`config.mk`:
```
export PLATFORM = sky130hd
export DESIGN_NAME = cla_back
export DESIGN_NICKNAME = d
export VERILOG_FILES = /design/src/hdl/cla_pkg.sv /design/src/hdl/cla_back.sv
export SDC_FILE = /design/constraint.sdc
export NUM_CORES = 2
export LEC_CHECK = 0
export ABC_AREA = 1
export BUFFER_PORTS_ARGS = -buffer_cell sky130_fd_sc_hd__buf_2
export CELL_PAD_IN_SITES_DETAIL_PLACEMENT = 0
export CELL_PAD_IN_SITES_GLOBAL_PLACEMENT = 1
export CORE_MARGIN = 2
export CORE_UTILIZATION = 40
export DETAILED_ROUTE_END_ITERATION = 16
export GPL_ROUTABILITY_DRIVEN = 0
export PLACE_DENSITY = 0.76
export SYNTH_ARGS = -nofsm -noshare
export SYNTH_HDL_FRONTEND = slang
export SYNTH_SLANG_ARGS = --single-unit
```
`constraint.sdc`:
```
create_clock -name clock -period 9.4 [get_ports clock]
set_input_delay 0.47 -clock clock [delete_from_list [all_inputs] [get_ports clock]]
set_output_delay 0.47 -clock clock [all_outputs]
set_load 0.01 [all_outputs]
```
`src/hdl/cla_pkg.sv`:
```
// Shared types and constants for the CR LF line assembler.
// No dependencies; imported by every module of the block.
package cla_pkg;

   localparam int CMD_W  = 2;
   localparam int BYTE_W = 8;
   localparam int IDX_W  = 9;
   localparam int LEN_W  = 9;

   localparam int REQ_DATA_W = 24;
   localparam int REQ_USER_W = 2;
   localparam int RSP_DATA_W = 24;

   localparam logic [CMD_W-1:0] CMD_RX      = 2'd0;
   localparam logic [CMD_W-1:0] CMD_READ    = 2'd1;
   localparam logic [CMD_W-1:0] CMD_RELEASE = 2'd2;

   localparam logic [BYTE_W-1:0] CH_CR = 8'h0d;
   localparam logic [BYTE_W-1:0] CH_LF = 8'h0a;

   typedef enum logic [1:0] {
      OP_RX,
      OP_READ,
      OP_RELEASE,
      OP_NONE
   } op_type;

   // One classified request as it waits between front and back
   typedef struct packed {
      op_type            op;
      logic              is_cr;
      logic              is_lf;
      logic [BYTE_W-1:0] rx_byte;
      logic [IDX_W-1:0]  read_index;
   } item_type;

endpackage

```
`src/hdl/cla_back.sv`:
```
// Back end of the line assembler: line state, the banked line store and the
// response register. Takes classified items from the front-end queue.
// Depends on cla_pkg.
module cla_back
   import cla_pkg::*;
#(
   parameter int LINE_CAPACITY = 512
)
(
   input  logic                  clock,
   input  logic                  reset,
   input  logic                  q_valid,
   input  item_type              q_item,
   output logic                  q_pop,
   output logic                  rsp_tvalid,
   input  logic                  rsp_tready,
   output logic [RSP_DATA_W-1:0] rsp_tdata
);

   localparam int CNT_W      = $clog2(LINE_CAPACITY);
   localparam int BANK_DEPTH = (LINE_CAPACITY + 1) / 2;
   localparam int ROW_W      = $clog2(BANK_DEPTH);
   localparam int CMP_W      = (CNT_W > IDX_W) ? CNT_W : IDX_W;
   localparam logic [CNT_W-1:0] LAST = CNT_W'(LINE_CAPACITY - 1);

   // Even and odd addresses live in separate banks so that the held-back CR
   // and the byte after it can be written in the same cycle.
   logic [BYTE_W-1:0] mem_even [BANK_DEPTH];
   logic [BYTE_W-1:0] mem_odd  [BANK_DEPTH];

   logic [CNT_W-1:0]  cnt_ff, cnt_in;
   logic              cr_ff, cr_in;
   logic              done_ff, done_in;
   logic              out_valid_ff, out_valid_in;
   logic              completed_ff, completed_in;
   logic              discarded_ff, discarded_in;
   logic              hit_ff, hit_in;
   logic              sel_ff;
   logic [BYTE_W-1:0] rd_even_ff, rd_odd_ff;

   logic              advance;
   logic [CNT_W-1:0]  nxt, base;
   logic              wr0_en, wr1_en;
   logic [CNT_W-1:0]  wr0_addr, wr1_addr;
   logic [BYTE_W-1:0] wr0_data, wr1_data;
   logic              ev_we, od_we;
   logic [ROW_W-1:0]  ev_row, od_row, rd_row;
   logic [BYTE_W-1:0] ev_data, od_data;
   logic [CMP_W-1:0]  idx_ext;
   logic [BYTE_W-1:0] read_data;

   assign advance = q_valid && (!out_valid_ff || rsp_tready);
   assign q_pop   = advance;
   assign idx_ext = CMP_W'(q_item.read_index);
   assign rd_row  = ROW_W'(idx_ext >> 1);
   assign nxt     = cnt_ff + 1'b1;

   always_comb begin
      cnt_in       = cnt_ff;
      cr_in        = cr_ff;
      done_in      = done_ff;
      completed_in = 1'b0;
      discarded_in = 1'b0;
      hit_in       = 1'b0;
      base         = cnt_ff;
      wr0_en       = 1'b0;
      wr0_addr     = cnt_ff;
      wr0_data     = q_item.rx_byte;
      wr1_en       = 1'b0;
      wr1_addr     = cnt_ff;
      wr1_data     = q_item.rx_byte;
      case (q_item.op)
         OP_RX: begin
            if (!done_ff) begin
               if (cr_ff) begin
                  if (q_item.is_lf) begin
                     if (cnt_ff != '0) begin
                        done_in      = 1'b1;
                        completed_in = 1'b1;
                     end else begin
                        cr_in = 1'b0;
                     end
                  end else begin
                     // store the held-back CR first; a full line drops
                     if (cnt_ff == LAST) begin
                        discarded_in = 1'b1;
                        base         = '0;
                     end else begin
                        wr0_en   = 1'b1;
                        wr0_data = CH_CR;
                        base     = nxt;
                     end
                     if (q_item.is_cr) begin
                        cr_in  = 1'b1;
                        cnt_in = base;
                     end else begin
                        cr_in = 1'b0;
                        if (base == LAST) begin
                           discarded_in = 1'b1;
                           cnt_in       = '0;
                        end else begin
                           wr1_en   = 1'b1;
                           wr1_addr = base;
                           cnt_in   = base + 1'b1;
                        end
                     end
                  end
               end else if (q_item.is_cr) begin
                  cr_in = 1'b1;
               end else if (cnt_ff == LAST) begin
                  discarded_in = 1'b1;
                  cnt_in       = '0;
               end else begin
                  wr0_en = 1'b1;
                  cnt_in = nxt;
               end
            end
         end
         OP_READ: begin
            hit_in = (idx_ext < CMP_W'(cnt_ff));
         end
         OP_RELEASE: begin
            done_in = 1'b0;
            cr_in   = 1'b0;
            cnt_in  = '0;
         end
         default: begin
         end
      endcase
   end

   // Route the up to two writes to their banks; they never share a bank.
   always_comb begin
      ev_we   = (wr0_en && !wr0_addr[0]) || (wr1_en && !wr1_addr[0]);
      od_we   = (wr0_en && wr0_addr[0]) || (wr1_en && wr1_addr[0]);
      ev_row  = (wr0_en && !wr0_addr[0]) ? ROW_W'(wr0_addr >> 1) : ROW_W'(wr1_addr >> 1);
      ev_data = (wr0_en && !wr0_addr[0]) ? wr0_data : wr1_data;
      od_row  = (wr0_en && wr0_addr[0]) ? ROW_W'(wr0_addr >> 1) : ROW_W'(wr1_addr >> 1);
      od_data = (wr0_en && wr0_addr[0]) ? wr0_data : wr1_data;
   end

   always_ff @(posedge clock) begin
      if (advance && ev_we) begin
         mem_even[ev_row] <= ev_data;
      end
      if (advance && hit_in) begin
         rd_even_ff <= mem_even[rd_row];
      end
   end

   always_ff @(posedge clock) begin
      if (advance && od_we) begin
         mem_odd[od_row] <= od_data;
      end
      if (advance && hit_in) begin
         rd_odd_ff <= mem_odd[rd_row];
      end
   end

   assign out_valid_in = advance || (out_valid_ff && !rsp_tready);

   always_ff @(posedge clock) begin
      if (reset) begin
         cnt_ff       <= '0;
         cr_ff        <= 1'b0;
         done_ff      <= 1'b0;
         out_valid_ff <= 1'b0;
      end else begin
         out_valid_ff <= out_valid_in;
         if (advance) begin
            cnt_ff  <= cnt_in;
            cr_ff   <= cr_in;
            done_ff <= done_in;
         end
      end
   end

   // hold the flags while the response waits
   always_ff @(posedge clock) begin
      if (advance) begin
         completed_ff <= completed_in;
         discarded_ff <= discarded_in;
         hit_ff       <= hit_in;
         sel_ff       <= q_item.read_index[0];
      end
   end

   assign read_data  = hit_ff ? (sel_ff ? rd_odd_ff : rd_even_ff) : '0;
   assign rsp_tvalid = out_valid_ff;
   assign rsp_tdata  = {3'b000, discarded_ff, completed_ff, cr_ff, read_data,
                        LEN_W'(cnt_ff), done_ff};

endmodule

```
### Word level (Yosys, flattened, before mapping)

Memories as Yosys holds them, arrays and structs flattened. A register that Yosys moved wholly into a read port is not among the register bits.
Index checks and enable logic that the tools add are counted.

* equal/unequal tests: 7
* reduce and logical (&&, ||, !) cells: 24
* bitwise operators: 1
* $lt $le $gt $ge: 1
* add/sub/neg operators: 2
* mux-type cells: 62

Operator list (count)
* $mux W9: 17
* $mux W8: 11
* $mux W1: 31
* $add A9 B1 Y9 const B: 2
* $eq A9 B9 Y1 const B: 2
* $pmux W9 S2: 1
* $logic_and A1 B1 Y1: 9
* $lt A9 B9 Y1: 1
* $reduce_bool A9 Y1: 1
* $ne A3 B3 Y1 const B: 2
* $reduce_and A5 Y1: 1
* $logic_not A1 Y1: 4
* $logic_or A1 B1 Y1: 4
* $pmux W1 S2: 2
* $reduce_and A3 Y1: 1
* $eq A2 B1 Y1 const B: 1
* $eq A2 B2 Y1 const B: 1
* $logic_not A2 Y1: 1
* $ne A2 B2 Y1 const B: 1
* $reduce_and A2 Y1: 1
* $reduce_bool A2 Y1: 1
* $reduce_or A2 Y1: 1
* $not A1 Y1: 1

* word-level logic and storage cells: 107
* output and inout bits: 26
* bits in writable memories: 4096
* memories: 2
* flip-flop bits (word level): 16

Memories
* mem_even: words 256, width 8, rd ports 1, clocked after memory_dff 1, wr ports 1, RTL line cla_back.sv:28 `logic [BYTE_W-1:0] mem_even [BANK_DEPTH];`
* mem_odd: words 256, width 8, rd ports 1, clocked after memory_dff 1, wr ports 1, RTL line cla_back.sv:29 `logic [BYTE_W-1:0] mem_odd [BANK_DEPTH];`

### Depth between registers and ports, before layout

* depth after elaboration: 19
* depth in mapped cells: 25

### Worst setup path before layout

OpenSTA, ideal clock, no wires.

* path type: reg-to-reg
* start point: register cnt_ff[0]
* end point: memory mem_even[0][1] (data pin)
* slack: 0.182 ns
* arrival time: 7.829 ns
* cell stages (with the launch flop): 13
* period minus slack after synthesis: 9.218 ns
* data required time: 8.011 ns
* buffers on the path: 0
* setup time: 1.389 ns
* cells stage by stage: dfxtp_1 > ha_1 > nand2_1 > nor3_1 > nand2_1 > nor2_1 > ha_1 > inv_1 > nand2_1 > inv_1 > nand3_2 > nor2_1 > nor2_1

* word-level cells in the longest chain between the ends: 8
* elaborated cells between the ends (all ways): 15
* classes of those cells: eq/ne (1); mux (12); reduce/logical (2)

RTL lines
* start: declaration: RTL line cla_back.sv:31 `logic [CNT_W-1:0] cnt_ff, cnt_in;`
* start signal: assignment: RTL line cla_back.sv:171 `cnt_ff <= cnt_in;`
* $eq A9 B9 Y1: RTL line cla_back.sv:85, cla_back.sv:110
* $mux W1: RTL line cla_back.sv:85, cla_back.sv:110
* $mux W1, on equally long branches: RTL line cla_back.sv:108, cla_back.sv:76
* $mux W1: RTL line cla_back.sv:75 `if (cr_ff) begin`
* $mux W1: RTL line cla_back.sv:74 `if (!done_ff) begin`
* $mux W1: RTL line cla_back.sv:72 `case (q_item.op)`
* $logic_and A1 B1 Y1: RTL line cla_back.sv:137 `ev_data = (wr0_en && !wr0_addr[0]) ? wr0_data : wr1_data;`
* $mux W8 (*): RTL line cla_back.sv:137
* via ev_data[1]: RTL line cla_back.sv:48 `logic [BYTE_W-1:0] ev_data, od_data;`
* end: declaration: RTL line cla_back.sv:28

Mark *: on every way through the listed nets, which the timed path passes. The rest lies on a longest branch.

### Worst setup path in the final report

* start point: register cnt_ff[1]
* end point: memory mem_odd[52][4], enable pin

* word-level cells in the longest chain between the ends: 18
* elaborated cells between the ends (all ways): 33
* classes of those cells: add/sub (1); eq/ne (2); mux (26); reduce/logical (4)

RTL lines
* $add A9 B1 Y9 / $eq A9 B9 Y1 (equally long branches): RTL line cla_back.sv:56, cla_back.sv:85, cla_back.sv:110
* $mux W9: RTL line cla_back.sv:85 `if (cnt_ff == LAST) begin`
* $mux W9: RTL line cla_back.sv:76 `if (q_item.is_lf) begin`
* $mux W9: RTL line cla_back.sv:75
* $mux W9: RTL line cla_back.sv:74
* $mux W9: RTL line cla_back.sv:72
* $eq A9 B9 Y1: RTL line cla_back.sv:98 `if (base == LAST) begin`
* $mux W1 / $mux W9 (equally long branches): RTL line cla_back.sv:98
* [2 not listed]
* $mux W1 / $mux W9 (equally long branches): RTL line cla_back.sv:75
* $mux W1 / $mux W9 (equally long branches): RTL line cla_back.sv:74
* $mux W1 / $mux W9 (equally long branches): RTL line cla_back.sv:72
* $logic_and A1 B1 Y1: RTL line cla_back.sv:135 `od_we = (wr0_en && wr0_addr[0]) || (wr1_en && wr1_addr[0]);`
* $logic_or A1 B1 Y1: RTL line cla_back.sv:135
* $logic_and A1 B1 Y1: RTL line cla_back.sv:152 `if (advance && od_we) begin`
* $mux W1: RTL line cla_back.sv:152
* $mux W1 (implied by the code): RTL line cla_back.sv:153 `mem_odd[od_row] <= od_data;`
* end: declaration: RTL line cla_back.sv:29

Several ways; a longest one is shown, not always the timed one. The select of a mux whose other input is x is not followed.

==> impl_metrics.py <==
metrics = {
    "pwr": {
        "intPower_w": 0.03014,
        "switching_share_pct": 22.12,
        "clockPowerShare_pct": 41.9,
        "p_leak_nw": 63.51,
        "ir_worst_vdd_uv": 164.2,
        "p_per_area_nw_per_um2": 208.0,
        "power.total_w": 0.03870,
        "seqPwrFrac_pct": 52.3,
        "comb_power_share_pct": 5.7,
        "p_sw_w": 0.008560,
    },
    "synthesis": {
        "syn_inst": 14243,
        "syn_area_um2": 167400,
        "yosys_warnings": 0,
        "ys_seq_elements": 4128,
        "syn_area_per_cell_um2": 11.75,
        "yosysSeqAreaShare_pct": 73.97,
        "synth_cell_types": 42,
    },
    "timing": {
        "tightestPinTransition_ns": 1.373,
        "relSlewSlack_pct": 8.156,
        "timing.final.crit_period_ns": 6.769,
        "fin_crit_sh_pct": 72.01,
        "fin_hold_ws_ns": 0.06654,
        "setup_viol": 0,
        "clock_skew_ns": 0.04463,
        "rsz0062_at_grt": "false",
        "slew_viol_final": 0,
        "finalHoldViolations": 0,
        "fmax_ghz": 0.1477,
        "setup-tns-final_ns": 0,
    },
    "die": {
        "fp.dieW_um": 651.0,
        "die_h_um": 651.0,
        "die_area_um2": 423700,
        "core_um2": 416600,
        "std_cell_rows": 237,
        "initial_core_util_pct": 40.18,
        "io_pins": 51,
    },
    "routing": {
        "drt_wl_total_um": 470000,
        "dr.pass1.iters": 7,
        "drtAntennaViolNets": 0,
        "post_drt_wl_per_cell_um": 23.84,
        "vias_per_cell": 5.495,
        "drtIter0Drc": 13315,
        "vias": 108336,
        "drc": 0,
    },
    "worst_setup_path": {
        "arrival_ns": 7.34,
        "path_cells": "ha_1 -> nand2_1 -> nor3_1 -> nand2_1 -> nor2_1 -> ha_1 -> inv_1 -> nand3_1 -> inv_1 -> nand3_1 -> nor3_1 -> ha_1 -> inv_1 -> nand2_4 -> nor2_8 -> o21ai_1 -> nand2_1 -> o21ai_0 -> nor2_1 -> nand2_1 -> nor2_1",
        "cp_common_cell": "nand2_1",
        "required_ns": 9.97,
        "reg2reg_depth": 21,
        "ff2ff_setup_slack_ns": 2.63,
        "critPathKind": "flip-flop to flip-flop",
        "rr_endpoint": "mem_odd[52][4]",
        "worstSetupStartpointType": "flip-flop",
        "cp-end-kind": "flip-flop",
        "cp_num_buf_inv": 3,
        "cp_slowest_cell": "nor2_1",
        "cp_max_fo": 16,
        "cpLargestDelayFamily": "simple AND/OR/NAND/NOR gates",
        "rr_startpoint": "cnt_ff[1]",
        "cp_slowest_stage_delay_ns": 1.04,
    },
    "cts": {
        "cts_sinks": 4128,
        "ctsLongestPathBuffers": 4,
        "htreeDepth": 5,
        "clk_latency_ns": 0.97,
        "clk_pin_slew_ns": 0.06,
        "numCtsBuffers": 395,
        "cts_tree": "built",
        "cts_root_buffer": "clkbuf_16",
        "cts_setup_buffers": 0,
    },
    "cells_and_area": {
        "finish.utilization_pct": 44.66,
        "syn2layout_area_growth_pct": 11.13,
        "drive_gt1_share_pct": 6.185,
        "layout_commonest_cell": "nand2_1",
        "final_nets": 13928,
        "final_area_um2": 186100,
        "mostFrequentLayoutCells": "nand2_1, edfxtp_1, nand3_1",
    },
    "global_route": {
        "grt_pass1_wl_um": 684600,
        "met3_usage_pct": 2.669,
        "grt_max_degree": 205,
        "met1_usage_pct": 29.31,
        "grt.met2_usage_pct": 35.33,
        "gr-total-overflow": 0,
        "busiest_layer": "met2",
        "grt_pass1_vias": 104515,
        "antenna_found_initial": 8,
        "track_usage_pct": 21.56,
    },
    "hold_path": {
        "hold_path_depth": 3,
        "min_from": "q_item[14]",
        "hold_path_end": "mem_even[228][5]",
        "hold_class": "primary input to flip-flop",
    },
    "place": {
        "placed_area_um2": 172800,
        "dp_hpwl_um": 266400,
        "io_buffer_count": 47,
    },
    "outcome": {
        "run_status": "finished clean",
    },
    "job": {
        "maxCapViolations": 0,
    },
}
==> power groups by stage <==
stage	registers, W	clock network [W]	logic, W
finish	0.0203	0.0162	0.00222
global route	0.0202	0.0171	0.00240
CTS	0.0203	0.0164	0.00221
detailed placement	0.0206	0	0.00220
global placement	0.0206	0	0.00220
floorplan	0.0207	0	0.00130
==> state kept, by name, indices dropped and copies added, names as in the netlist <==
register      flops
mem_even       2048
mem_odd        2048
cnt_ff            9
rd_even_ff        8
rd_odd_ff         8
completed_ff      1
cr_ff             1
discarded_ff      1
done_ff           1
hit_ff            1
rsp_tvalid        1
sel_ff            1
==> per-stage QoR <==
stage	cells	setup slack, ns
5_1_grt	19710	2.362
3_5_place_dp	18980	2.862
6_report	19717	2.631
2_1_floorplan	14245	0.1817
3_3_place_gp	18980	2.724
4_1_cts	19709	2.845
==> cell type report <==
cell class,count,area (um2)
clock buffer,476,10320
sequential,4128,123800
fill,37646,230600
multi-input combinational,9064,39720
inverter,72,306.5
clock inverter,244,2809
antenna,8,20.02
timing repair buffer,228,2158
tap,5497,6878
==> cells in the mapped netlist (all sizes together) <==
cell type,count,area [um2]
a211oi,1,7.510
a21oi,19,102.6
a221oi,1,8.760
a32oi,1,8.760
and2,3,18.77
buf,235,990.9
clkbuf,746,2800
conb,1,3.750
dfxtp,12,240.2
edfxtp,4116,123600
fa,1,20.02
ha,13,162.7
inv,72,270.3
nand2,4319,16260
nand3,4047,20260
nand3b,1,7.510
nand4,7,50.05
nor2,592,2277
nor3,7,40.04
nor3b,1,18.77
nor4,2,12.51
o2111ai,1,8.760
o211ai,3,22.52
o21ai,38,201.5
o22ai,1,6.260
o32ai,2,17.52
xor2,1,8.760
==> worst max-delay path by stage <==
| stage | endpoint | slack (ns) | start | depth (start not counted) |
|---|---|---|---|---|
| global route | mem_odd[174][4] | 2.36 | cnt_ff[1] | 21 |
| finish | mem_odd[52][4] | 2.63 | cnt_ff[1] | 21 |
| CTS | mem_odd[105][0] | 2.85 | cnt_ff[1] | 21 |
| global placement | mem_odd[96][1] | 2.72 | cnt_ff[1] | 21 |
| detailed placement | mem_odd[105][6] | 2.86 | cnt_ff[1] | 21 |
| floorplan | mem_even[0][1] | 0.18 | cnt_ff[0] | 12 |
==> worst register-to-register path, cell delays in order (launching register included) <==
cell     delay (ns)
dfxtp_1        0.54
ha_1           0.24
nand2_1        0.09
nor3_1         0.22
nand2_1        0.10
nor2_1         0.14
ha_1           0.27
inv_1          0.16
nand3_1        0.18
inv_1          0.08
nand3_1        0.14
nor3_1         0.10
ha_1           0.21
inv_1          0.14
nand2_4        0.10
nor2_8         0.24
o21ai_1        0.31
nand2_1        0.13
o21ai_0        0.12
nor2_1         1.04
nand2_1        0.97
nor2_1         0.85
==> cell families after synthesis <==
family	synth area share [%]
flip-flops	73.97
AO/OA/AOI/OAI	0.2294
adder cells (fa/ha/maj)	0.1091
buffers and inverters	2.426
other	0.002240
AND/OR/NAND/NOR	23.26
XOR/XNOR	0.005232
==> per-layer routing <==
layer,wire [um],up-vias
li1,-,49871
met1,191700,52922
met2,222900,4723
met3,36350,820
met4,19090,0
met5,0,-
==> what timing repair did <==
action | CTS | global route
hold buffers | 9 | 0
endpoints found under the hold margin | 14 | 0
gates resized for setup | 0 | 0
No activity file was read; power rests on OpenSTA's default activity.
