===== src/hdl/cla_pkg.sv =====
// Shared types and constants for the CR LF line assembler.
// No dependencies; imported by every module of the block.
package cla_pkg;

   localparam int CMD_W  = 2;
   localparam int BYTE_W = 8;
   localparam int IDX_W  = 9;
   localparam int LEN_W  = 9;

   localparam int REQ_DATA_W = 24;
   localparam int REQ_USER_W = 2;
   localparam int RSP_DATA_W = 24;

   localparam logic [CMD_W-1:0] CMD_RX      = 2'd0;
   localparam logic [CMD_W-1:0] CMD_READ    = 2'd1;
   localparam logic [CMD_W-1:0] CMD_RELEASE = 2'd2;

   localparam logic [BYTE_W-1:0] CH_CR = 8'h0d;
   localparam logic [BYTE_W-1:0] CH_LF = 8'h0a;

   typedef enum logic [1:0] {
      OP_RX,
      OP_READ,
      OP_RELEASE,
      OP_NONE
   } op_type;

   // One classified request as it waits between front and back
   typedef struct packed {
      op_type            op;
      logic              is_cr;
      logic              is_lf;
      logic [BYTE_W-1:0] rx_byte;
      logic [IDX_W-1:0]  read_index;
   } item_type;

endpackage


===== src/hdl/cla_front.sv =====
// Front end of the line assembler: accepts request transfers, decodes the
// command and the CR/LF character classes, and queues them for the back end.
// Depends on cla_pkg.
module cla_front
   import cla_pkg::*;
(
   input  logic                  clock,
   input  logic                  reset,
   input  logic                  req_tvalid,
   output logic                  req_tready,
   input  logic [REQ_DATA_W-1:0] req_tdata,
   input  logic [REQ_USER_W-1:0] req_tuser,
   output logic                  q_valid,
   output item_type              q_item,
   input  logic                  q_pop
);

   localparam int DEPTH = 2;

   item_type       slot_ff [DEPTH];
   logic           wr_ptr_ff, wr_ptr_in;
   logic           rd_ptr_ff, rd_ptr_in;
   logic [1:0]     fill_ff, fill_in;
   item_type       item;
   logic           push;

   always_comb begin
      item.rx_byte    = req_tdata[BYTE_W-1:0];
      item.read_index = req_tdata[BYTE_W+IDX_W-1:BYTE_W];
      item.is_cr      = (req_tdata[BYTE_W-1:0] == CH_CR);
      item.is_lf      = (req_tdata[BYTE_W-1:0] == CH_LF);
      case (req_tuser)
         CMD_RX:      item.op = OP_RX;
         CMD_READ:    item.op = OP_READ;
         CMD_RELEASE: item.op = OP_RELEASE;
         default:     item.op = OP_NONE;
      endcase
   end

   assign req_tready = (fill_ff != 2'(DEPTH));
   assign push       = req_tvalid && req_tready;
   assign q_valid    = (fill_ff != 2'd0);
   assign q_item     = slot_ff[rd_ptr_ff];

   always_comb begin
      wr_ptr_in = push  ? ~wr_ptr_ff : wr_ptr_ff;
      rd_ptr_in = q_pop ? ~rd_ptr_ff : rd_ptr_ff;
      fill_in   = fill_ff + 2'(push) - 2'(q_pop);
   end

   always_ff @(posedge clock) begin
      if (reset) begin
         wr_ptr_ff <= 1'b0;
         rd_ptr_ff <= 1'b0;
         fill_ff   <= 2'd0;
      end else begin
         wr_ptr_ff <= wr_ptr_in;
         rd_ptr_ff <= rd_ptr_in;
         fill_ff   <= fill_in;
      end
   end

   always_ff @(posedge clock) begin
      if (push) begin
         slot_ff[wr_ptr_ff] <= item;
      end
   end

endmodule


===== config.mk =====
export PLATFORM = sky130hd
export DESIGN_NAME = cla_front
export DESIGN_NICKNAME = d
export VERILOG_FILES = /design/src/hdl/cla_pkg.sv /design/src/hdl/cla_front.sv
export SDC_FILE = /design/constraint.sdc
export NUM_CORES = 1
export LEC_CHECK = 0
export CAP_MARGIN = 20
export CORE_MARGIN = 2
export CORE_UTILIZATION = 30
export CTS_BUF_LIST = sky130_fd_sc_hd__clkbuf_8
export DETAILED_ROUTE_END_ITERATION = 10
export DONT_BUFFER_PORTS = 1
export SYNTH_ARGS = -nofsm -noshare
export SYNTH_HDL_FRONTEND = slang
export SYNTH_SLANG_ARGS = --single-unit

===== constraint.sdc =====
create_clock -name clock -period 1.9 [get_ports clock]
set_clock_uncertainty 0.15 [all_clocks]
set_input_delay 0.38 -clock clock [delete_from_list [all_inputs] [get_ports clock]]
set_output_delay 0.38 -clock clock [all_outputs]
set_load 0.02 [all_outputs]

# Word level (Yosys, flattened, before mapping)

Memory sizes are Yosys's and may differ from the RTL's. A register that Yosys moved wholly into a read port is not among the register bits.
Cells that the tools add are included.

Register bits: 4
RAM bits: 42
Bits of input ports: 30
Logic and storage cells: 21
Memories: 1

$add $sub $neg: 2
Equal/unequal tests: 5
Muxes and demuxes: 5
Bitwise logic cells: 2
Reduce and logical (&&, ||, !) cells: 3

Memory list:

| memory  | depth | bits a word | read ports | clocked after Yosys merged registers in | wr ports | line            | source |
|---|---|---|---|---|---|---|---|
| slot_ff | 2     | 21          | 1          | 1                                       | 1        | cla_front.sv:20 | `item_type slot_ff [DEPTH];` |

Operator list:

| kind                                                | count |
|---|---|
| equality test 8 x 4 -> 1 bit, second input constant | 2 |
| case mux 2 bit (3 select lines)                     | 1 |
| two-way mux 1 bit                                   | 4 |
| adder 2 x 1 -> 2 bit                                | 1 |
| equality test 2 x 1 -> 1 bit, second input constant | 1 |
| equality test 2 bit, second input constant          | 1 |
| zero test 2 bit                                     | 1 |
| != test 2 bit, second input constant                | 1 |
| inverter 1 bit                                      | 2 |
| nonzero test 2 bit                                  | 1 |
| subtractor 2 x 1 -> 2 bit                           | 1 |
| logical AND 1 bit                                   | 1 |

# Longest topological paths before layout

Gate-level depths: netlist of run 1.

Depth after elaboration: 4
Gate-level depth with buffers: 7

# Worst setup path before layout of run 1

No wires, ideal clock.

Path type: register to register
Start point: reg fill_ff[0]
End point: reg fill_ff[1]
Setup time: 0.065 ns
Data arrival time: 1.654 ns
Required time: 1.685 ns
Setup slack: 0.031 ns
Stages on the path, launching flop included: 7
Buffers on the path: 0
Path through: dfxtp_1 -> nand2b_1 -> nand2_1 -> xnor2_1 -> ha_1 -> or4b_1 -> nand4b_1

Longest elaborated chain between the ends: 4

RTL lines:

| element                   | line            | source |
|---|---|---|
| from (decl)               | cla_front.sv:23 | `logic [1:0] fill_ff, fill_in;` |
| from (signal assigned)    | cla_front.sv:59 | `fill_ff <= fill_in;` |
| != test 2 bit             | cla_front.sv:40 | `assign req_tready = (fill_ff != 2'(DEPTH));` |
| named net req_tready      | cla_front.sv:10 | `output logic req_tready,` |
| logical AND 1 bit         | cla_front.sv:41 | `assign push = req_tvalid && req_tready;` |
| adder 2 x 1 -> 2 bit      | cla_front.sv:48 | `fill_in = fill_ff + 2'(push) - 2'(q_pop);` |
| subtractor 2 x 1 -> 2 bit | cla_front.sv:48 |  |

The timed path passes the listed nets, and every way through them passes these cells.
A chain may end at the register's enable or synchronous reset.

# Final worst setup path of run 1

Start point: reg fill_ff[0]
End point: reg fill_ff[1]

Longest elaborated chain between the ends: 4

RTL lines:

| element                     | line |
|---|---|
| != test 2 bit               | cla_front.sv:40 |
| logical AND 1 bit           | cla_front.sv:41 |
| adder 2 x 1 -> 2 bit *      | cla_front.sv:48 |
| subtractor 2 x 1 -> 2 bit * | cla_front.sv:48 |

Every way passes the cells marked *; elsewhere a longest branch is shown, timed or not.

==> results.toml, run 1 <==
[sta]
slew_headroom = 0.764
hold_viol = 0
min_period_ns = 1.79
min_period_over_period = 0.943
tightestPinTransition_ns = 0.349
setup_ws_ns = 0.108
max_freq_mhz = 558
setup_viol = 0
slew_viol_final = 0

[cts]
cts_tree = "built"
cts_sinks = 47
postCtsSetupRepairBufs = 0
clk_path_buf_depth = 2
clkTransAtPathRegs_ns = 0.08
cts_buffers = 5
clk_latency_ns = 0.29
cts-root-buf = "clkbuf_8"
htreeDepth = 2

[global_route]
antenna_found_initial = 0
grt_pass1_wl_um = 4280
grt_max_degree = 22
track_usage = 0.0932
grt_pass1_vias = 901
grt.overflow.total = 0

[worst_setup_path]
critical-path-max-stage-delay_ns = 0.51
path_delay_family = "simple AND/OR/NAND/NOR gates"
worst_path_max_delay_cell = "or4b_1"
worstSetupStartpointType = "flop"
worst-path-max-fanout = 4
crit_start = "fill_ff[0]$_SDFF_PP0_"
crit_path_end_kind = "flop"
crit_chain = "nand2b_4 > nand2_1 > xnor2_1 > ha_2 > or4b_1 > nand4b_1"
cp_num_buf_inv = 0
rr_startpoint = "fill_ff[0]$_SDFF_PP0_"
worstPathArrival_ns = 1.87
worstSetupPathType = "flop to flop"
cp.required_ns = 1.98

[power_and_ir_drop]
p_int_uw = 1600
pwr-share-comb = 0.159
p_sw_uw = 536
powerDensity_nw_per_um2 = 1040
pwr-share-clk = 0.251
power.total_uw = 2140
switching_share = 0.251
power_frac_seq = 0.589
ir_worst_vdd_mv = 0.353
p_leak_uw = 0.000678

[cells_and_area]
nets = 142
areaGrowthSynthToFinish_pct = 13.9
fillers = 562
final_cells = 187
final_common_cell = "edfxtp_1"
antenna_cells = 0
drive_above_1_share = 0.330
layout_common_cells = "42 x edfxtp_1, 21 x mux2_2, 5 x dfxtp_1, 5 x clkbuf_8, 5 x buf_4"

[drt]
drt-initial-drc-count = 44
wire_per_inst_um = 16.4
vias = 855
drt_wl_total_um = 3060
drc = 0
first_pass_iters = 4
drtAntennaViolNets = 0
avgViaCountPerCell = 4.57

[floorplanning]
rows = 28
die_w_um = 81.5
num_io_pins = 53
fp.coreArea_um2 = 5850
die-area_um2 = 6640
start_util = 0.308
fp.dieH_um = 81.5

[outcome]
status = "finished clean"

[yosys]
synth_top_cell_by_area = "edfxtp_1"
syn_nets = 131
avgSynthCellArea_um2 = 18.0
ys_ff_latch = 47
synth_edf_count = 42
syn_area_um2 = 1800
synthArstFlopShare = 0
synth_cell_types = 25
yosysTopAreaCellShare = 0.700
ys_seq_area_frac = 0.756
synthFlopType = "edfxtp_1"
syn_inst = 100
yosysWarnings = 0
yosys-top-cells-area = "edfxtp_1 70%, mux2_2 13%, dfxtp_1 5.6%"

[worst_hold_path]
holdCritPathClass = "input port to flop"
worstHoldStart = "req_tdata[4]"

[placed_design]
placed_cells = 177
dp_hpwl_um = 2230
gp_congestion = 0.782
port_buffers = 0
pre_cts_slack_ns = 0.105

[run]
maxCapViolations = 0
## path summary, 6_finish.rpt
check | end | slack [ns] | cells after the start
min | slot_ff[0][13]$_DFFE_PP_ | 0.03 | 0
max reg2reg | fill_ff[1]$_SDFF_PP0_ | 0.11 | 6
min reg2reg | rd_ptr_ff$_SDFFE_PP0P_ | 0.37 | 2
max | fill_ff[1]$_SDFF_PP0_ | 0.11 | 6
## repair_timing
action,4_1_cts,5_1_grt
hold buffers,1,1
hold endpoints to repair,3,1
resized for setup,0,4
setup endpoints to repair,0,1
## Yosys cell counts (2+ instances only)
master / number
buf_2: 2
clkbuf_1: 2
dfxtp_1: 5
edfxtp_1: 42
inv_1: 3
mux2_2: 21
nand2_1: 3
nand2b_1: 2
nand4b_1: 2
nor2_1: 2
xnor2_1: 2
## layout make-up
| type | instances | area [um2] | area share |
|---|---|---|---|
| clock inverter | 3 | 11.3 | 0.00549 |
| multi-input combinational | 46 | 428 | 0.209 |
| sequential | 47 | 1360 | 0.663 |
| timing repair buffer | 8 | 77.6 | 0.0378 |
| tap | 75 | 93.8 | 0.0457 |
| inverter | 3 | 11.3 | 0.00549 |
| clock buffer | 5 | 68.8 | 0.0335 |
## power groups by stage
stage          Combinational (uW)  Sequential (uW)  Clock (uW)
2_1_floorplan                 262             1270           0
3_3_place_gp                  322             1270           0
3_5_place_dp                  333             1280           0
4_1_cts                       337             1260         557
5_1_grt                       367             1270         613
6_report                      341             1260         537
## cell families after synthesis
kind of cell,Yosys count,synth area share
buf+inv,7,0.0160
xor+xnor,2,0.00972
mux,21,0.131
flops,47,0.756
compound gates,4,0.0174
simple gates,18,0.0632
fa+ha+maj,1,0.00694
## metrics by stage
| stage | area, um2 | hold WS [ns] | utilization | setup TNS (ns) |
|---|---|---|---|---|
| final | 2050 | 0.0328 | 0.351 | 0 |
| after global routing | 2050 | 0.00707 | 0.351 | -0.0354 |
| after CTS | 2030 | 0.00108 | 0.346 | 0 |
| after detailed placement | 1940 | 0.302 | 0.331 | 0 |
| after global placement | 1940 | 0.302 | 0.331 | 0 |
| after floorplan | 1800 | 0.299 | - | 0 |
## state kept, by name, indices dropped and copies added, names as in the netlist, named ones only
register,cells
slot_ff,42
fill_ff,2
rd_ptr_ff,1
wr_ptr_ff,1
## metal layers
metal  routed length (um)  vias to the layer above  GRT usage  share of wire
met3                  468                        9     0.0659           0.15
li1                     -                      399          -              -
met1                  911                      406     0.0687           0.30
met4                  108                        0     0.0525          0.035
met2                 1570                       41      0.170           0.51
met5                    0                        -          0              0
Power figures use the tool's default switching activity.
==> inputs of run 2 (changes only) <==
--- a/config.mk
+++ b/config.mk
@@ -6,6 +6,7 @@
 export NUM_CORES = 1
 export LEC_CHECK = 0
 export CAP_MARGIN = 20
+export CORE_ASPECT_RATIO = 1.75
 export CORE_MARGIN = 2
 export CORE_UTILIZATION = 30
 export CTS_BUF_LIST = sky130_fd_sc_hd__clkbuf_8
==> run 2 against run 1 <==
Against the previous run:
- via count is 0.47% higher
- maximum frequency shrank 2.1%
- sequential share of layout area rose by 0.24 points
- cell area is 0.37% lower
==> results.toml, run 2 (synthesized netlist as in run 1, its figures left out) <==
[floorplanning]
start_util = 0.309
rows = 37
die_w_um = 62.6
num_io_pins = 53
fp.dieH_um = 107
fp.coreArea_um2 = 5830
die-area_um2 = 6670

[drt]
drtAntennaViolNets = 0
drc = 0
wire_per_inst_um = 17.1
first_pass_iters = 3
drt_wl_total_um = 3210
avgViaCountPerCell = 4.59
drt-initial-drc-count = 22
vias = 859

[cells_and_area]
antenna_cells = 0
fillers = 582
reg_top3 = "slot_ff x42, fill_ff x2"
areaGrowthSynthToFinish_pct = 13.5
layout_common_cells = "42 x edfxtp_1, 21 x mux2_2, 5 x dfxtp_1, 5 x clkbuf_8"
multi_input_area_um2 = 420
finalCoreUtilization = 0.350
largest_reg_flops = 42
nets = 140
ff_latch_area_um2 = 1360
largest-register = "slot_ff"
drive_above_1_share = 0.330
final_common_cell = "edfxtp_1"
final_cells = 187

[power_and_ir_drop]
pwr-share-clk = 0.258
power_frac_seq = 0.584
switching_share = 0.255
p_int_uw = 1610
p_leak_uw = 0.000666
powerDensity_nw_per_um2 = 1050
p_sw_uw = 549
power.total_uw = 2160
pwr-share-comb = 0.159
ir_worst_vdd_mv = 0.551

[worst_hold_path]
holdCritPathClass = "input port to flop"
worstHoldStart = "req_tuser[1]"

[worst_setup_path]
crit_path_end_kind = "flop"
worstSetupStartpointType = "flop"
crit_start = "fill_ff[0]$_SDFF_PP0_"
cp.required_ns = 1.98
worst-path-max-fanout = 4
worstSetupPathType = "flop to flop"
rr_startpoint = "fill_ff[0]$_SDFF_PP0_"
worstPathArrival_ns = 1.91

[global_route]
track_usage = 0.100
grt.overflow.total = 0
grt_pass1_wl_um = 4880
grt_pass1_vias = 966
grt_max_degree = 22
antenna_found_initial = 0

[sta]
whs_ns = 0.0317
min_period_over_period = 0.964
min_period_ns = 1.83
tns_ns = 0
slew_headroom = 0.771
slew_viol_final = 0
tightestPinTransition_ns = 0.338
max_freq_mhz = 546
hold_viol = 0
setup_viol = 0

[run]
maxCapViolations = 0

[placed_design]
port_buffers = 0
dp_hpwl_um = 2230
placed_cells = 179
gp_congestion = 0.634

[cts]
clk_path_buf_depth = 2
cts-root-buf = "clkbuf_8"
cts_buffers = 5
htreeDepth = 2
cts_tree = "built"
clkTransAtPathRegs_ns = 0.08
clk_latency_ns = 0.29
cts_sinks = 47
postCtsSetupRepairBufs = 0

[outcome]
status = "finished clean"
==> run 2: cell types whose count changed in the layout (fill, tap and decap cells not counted) <==
cell           previous run  this run
clkinv_1                  2         1
buf_4                     5         3
dlygate4sd3_1             2         1
inv_1                     4         3
nand2b_1                  1         2
inv_6                     0         1
nand2b_4                  1         0
buf_12                    1         2
==> run 2: final cells by class <==
class                   instances  area share
inverters                       3     0.00551
multi-input cells              46       0.206
repair buffers                  6      0.0355
flip-flops and latches         47       0.666
well taps                      78      0.0477
clock inverters                 2     0.00612
clock buffers                   5      0.0337
==> run 2: worst paths after layout <==
check / end / slack (ns) / cells past startpoint
worst max-delay path: fill_ff[1]$_SDFF_PP0_ / 0.07 / 7
worst min-delay path: slot_ff[1][20]$_DFFE_PP_ / 0.03 / 0
worst max register to register: fill_ff[1]$_SDFF_PP0_ / 0.07 / 7
worst min register to register: rd_ptr_ff$_SDFFE_PP0P_ / 0.36 / 2
==> run 2: what timing repair did <==
action / 4_1_cts / 5_1_grt
hold buffers: 1 / 0
setup endpoints to repair: 0 / 1
hold endpoints to repair: 4 / 0
resized for setup: 0 / 3
==> run 2: per-stage QoR <==
step	worst slack (ns)	cell area, um2
floorplan	0.0313	1800
finish	0.0693	2040
CTS	0.0136	2040
global route	-0.0330	2040
detailed placement	0.0325	1940
global placement	0.225	1940
==> run 2: critical path: stages (launching register included) <==
cell,delay (ns)
dfxtp_1,0.40
nand2b_1,0.15
nand2_1,0.07
xnor2_1,0.19
ha_2,0.25
inv_1,0.06
a2111oi_2,0.35
nand4b_1,0.17
==> run 2: power groups by stage <==
stage / Combinational, uW / Sequential [uW] / Clock (uW)
2_1_floorplan: 262 / 1270 / 0
3_3_place_gp: 329 / 1270 / 0
3_5_place_dp: 340 / 1280 / 0
4_1_cts: 345 / 1260 / 594
5_1_grt: 367 / 1270 / 626
6_report: 342 / 1260 / 555
==> run 2: routing by layer <==
| layer | vias to the layer above | global-route usage | wire length [um] |
|---|---|---|---|
| met2 | 26 | 0.190 | 1920 |
| li1 | 397 | - | - |
| met3 | 2 | 0.0339 | 172 |
| met5 | - | 0 | 0 |
| met1 | 434 | 0.0913 | 1080 |
| met4 | 0 | 0.0524 | 31 |
==> inputs of run 3 (changes only) <==
--- a/config.mk
+++ b/config.mk
@@ -7,7 +7,6 @@
 export LEC_CHECK = 0
 export CAP_MARGIN = 20
 export CORE_ASPECT_RATIO = 1.75
-export CORE_MARGIN = 2
 export CORE_UTILIZATION = 30
 export CTS_BUF_LIST = sky130_fd_sc_hd__clkbuf_8
 export DETAILED_ROUTE_END_ITERATION = 10
==> run 3 against run 2 <==
Against the previous run:
- via count shrank 0.23%
- critical path depth is the same
- maximum frequency grew 2.0%
- global-route usage grew 0.18 points
- flip-flop and latch count is the same
- core utilization grew 0.71 points
- critical path type unchanged
- critical endpoint unchanged
- largest cell class unchanged
==> results.toml, run 3 (synthesized netlist as in run 1, its figures left out) <==
[worst_setup_path]
critical-path-max-stage-delay_ns = 0.39
worstSetupPathType = "flop to flop"
crit_chain = "nand2b_1 > nand2_1 > xnor2_1 > ha_1 > inv_1 > a2111oi_0 > nand4b_1"
crit_path_end_kind = "flop"
worst_path_max_delay_cell = "a2111oi_0"
worstSetupStartpointType = "flop"
worstPathArrival_ns = 1.87
r2r_cells = 7
cp.required_ns = 1.98
worst-path-max-fanout = 4

[power_and_ir_drop]
powerDensity_nw_per_um2 = 1120
ir_worst_vdd_mv = 0.570
p_leak_uw = 0.000689

[floorplanning]
die-area_um2 = 6330
start_util = 0.309
fp.dieH_um = 105
die_w_um = 60.6
num_io_pins = 53
rows = 37
fp.coreArea_um2 = 5830

[drt]
avgViaCountPerCell = 4.56
vias = 857
first_pass_iters = 4
wire_per_inst_um = 16.1
drtAntennaViolNets = 0
drt-initial-drc-count = 23
drc = 0
drt_wl_total_um = 3020

[outcome]
status = "finished clean"

[sta]
min_period_over_period = 0.945
hold_viol = 0
rsz0062_at_grt = "no"
slew_headroom = 0.740
max_freq_mhz = 557
setup_viol = 0
slew_viol_final = 0
tightestPinTransition_ns = 0.380
min_period_ns = 1.79
tns_ns = 0
setup_ws_ns = 0.105

[placed_design]
placed_area_um2 = 1960
pre_cts_slack_ns = 0.117
port_buffers = 0
gp_congestion = 0.600

[global_route]
grt_max_degree = 22
grt.overflow.total = 0
antenna_found_initial = 0
grt_pass1_wl_um = 4460
grt_pass1_vias = 932
track_usage = 0.102

[cts]
cts_buffers = 5
cts_tree = "built"
cts-root-buf = "clkbuf_8"
clk_latency_ns = 0.29
cts_sinks = 47
clkTransAtPathRegs_ns = 0.09
htreeDepth = 2
clk_path_buf_depth = 2

[cells_and_area]
largest_reg_flops = 42
finalInstanceArea_um2 = 2090
final_common_cell = "edfxtp_1"
layout_common_cells = "42 x edfxtp_1, 21 x mux2_2, 5 x clkbuf_8"
reg_top3 = "slot_ff x42, fill_ff x2"
drive_above_1_share = 0.345
largest-register = "slot_ff"
areaGrowthSynthToFinish_pct = 15.8
finalCoreUtilization = 0.358
nets = 140
antenna_cells = 0

[worst_hold_path]
hold_depth = 0
holdCritPathClass = "input port to flop"

[run]
maxCapViolations = 0
## run 3: critical path: cells and delay by family, from the launching register on
kind | cells | cell delay (ns)
AO/OA/AOI/OAI | 1 | 0.39
flip-flops | 1 | 0.36
AND/OR/NAND/NOR | 3 | 0.38
XOR/XNOR | 1 | 0.15
buffers and inverters | 1 | 0.05
adder cells (fa/ha/maj) | 1 | 0.24
## run 3: cell type report
class / instances / area [um2]
Clock buffer: 5 / 68.8
Clock inverter: 3 / 47.5
Fill cell: 582 / 3750
Inverter: 3 / 11.3
Multi-Input combinational cell: 46 / 412
Sequential cell: 47 / 1360
Tap cell: 78 / 97.6
Timing Repair Buffer: 6 / 85.1
## run 3: power breakdown
| part | switching (uW) | total, uW | internal (uW) | leakage, uW |
|---|---|---|---|---|
| clock network | 330 | 729 | 399 | 0.0000587 |
| logic | 211 | 343 | 132 | 0.000192 |
| registers | 28.9 | 1260 | 1230 | 0.000437 |
| total | 570 | 2330 | 1760 | 0.000689 |
## run 3: metal layers
metal  GRT usage  share of wire  vias to the layer above
met2       0.186           0.61                       28
met1      0.0827           0.31                      428
li1            -              -                      399
met3      0.0448          0.068                        2
met4      0.0584          0.013                        0
met5           0              0                        -
## run 3: what timing repair did
action	4_1_cts	5_1_grt
hold buffers	1	0
buffers inserted	0	0
resized for setup	0	2
endpoints found under the setup margin	0	1
endpoints found under the hold margin	4	0
## run 3: stage by stage
step                      cells  hold slack [ns]  total power, uW
after global placement      179            0.302             1610
after floorplan             100            0.299             1530
after detailed placement    179            0.305             1630
after CTS                   188           0.0133             2360
final                       188           0.0272             2330
after global routing        188         0.000802             2430
## run 3: path summary, 6_finish.rpt
check | to | start | slack [ns]
worst max-delay path | fill_ff[1]$_SDFF_PP0_ | fill_ff[0]$_SDFF_PP0_ | 0.11
worst min-delay path | slot_ff[0][15]$_DFFE_PP_ | req_tdata[6] | 0.03
worst max register to register | fill_ff[1]$_SDFF_PP0_ | fill_ff[0]$_SDFF_PP0_ | 0.11
worst min register to register | flop | rd_ptr_ff$_SDFFE_PP0P_ | 0.37
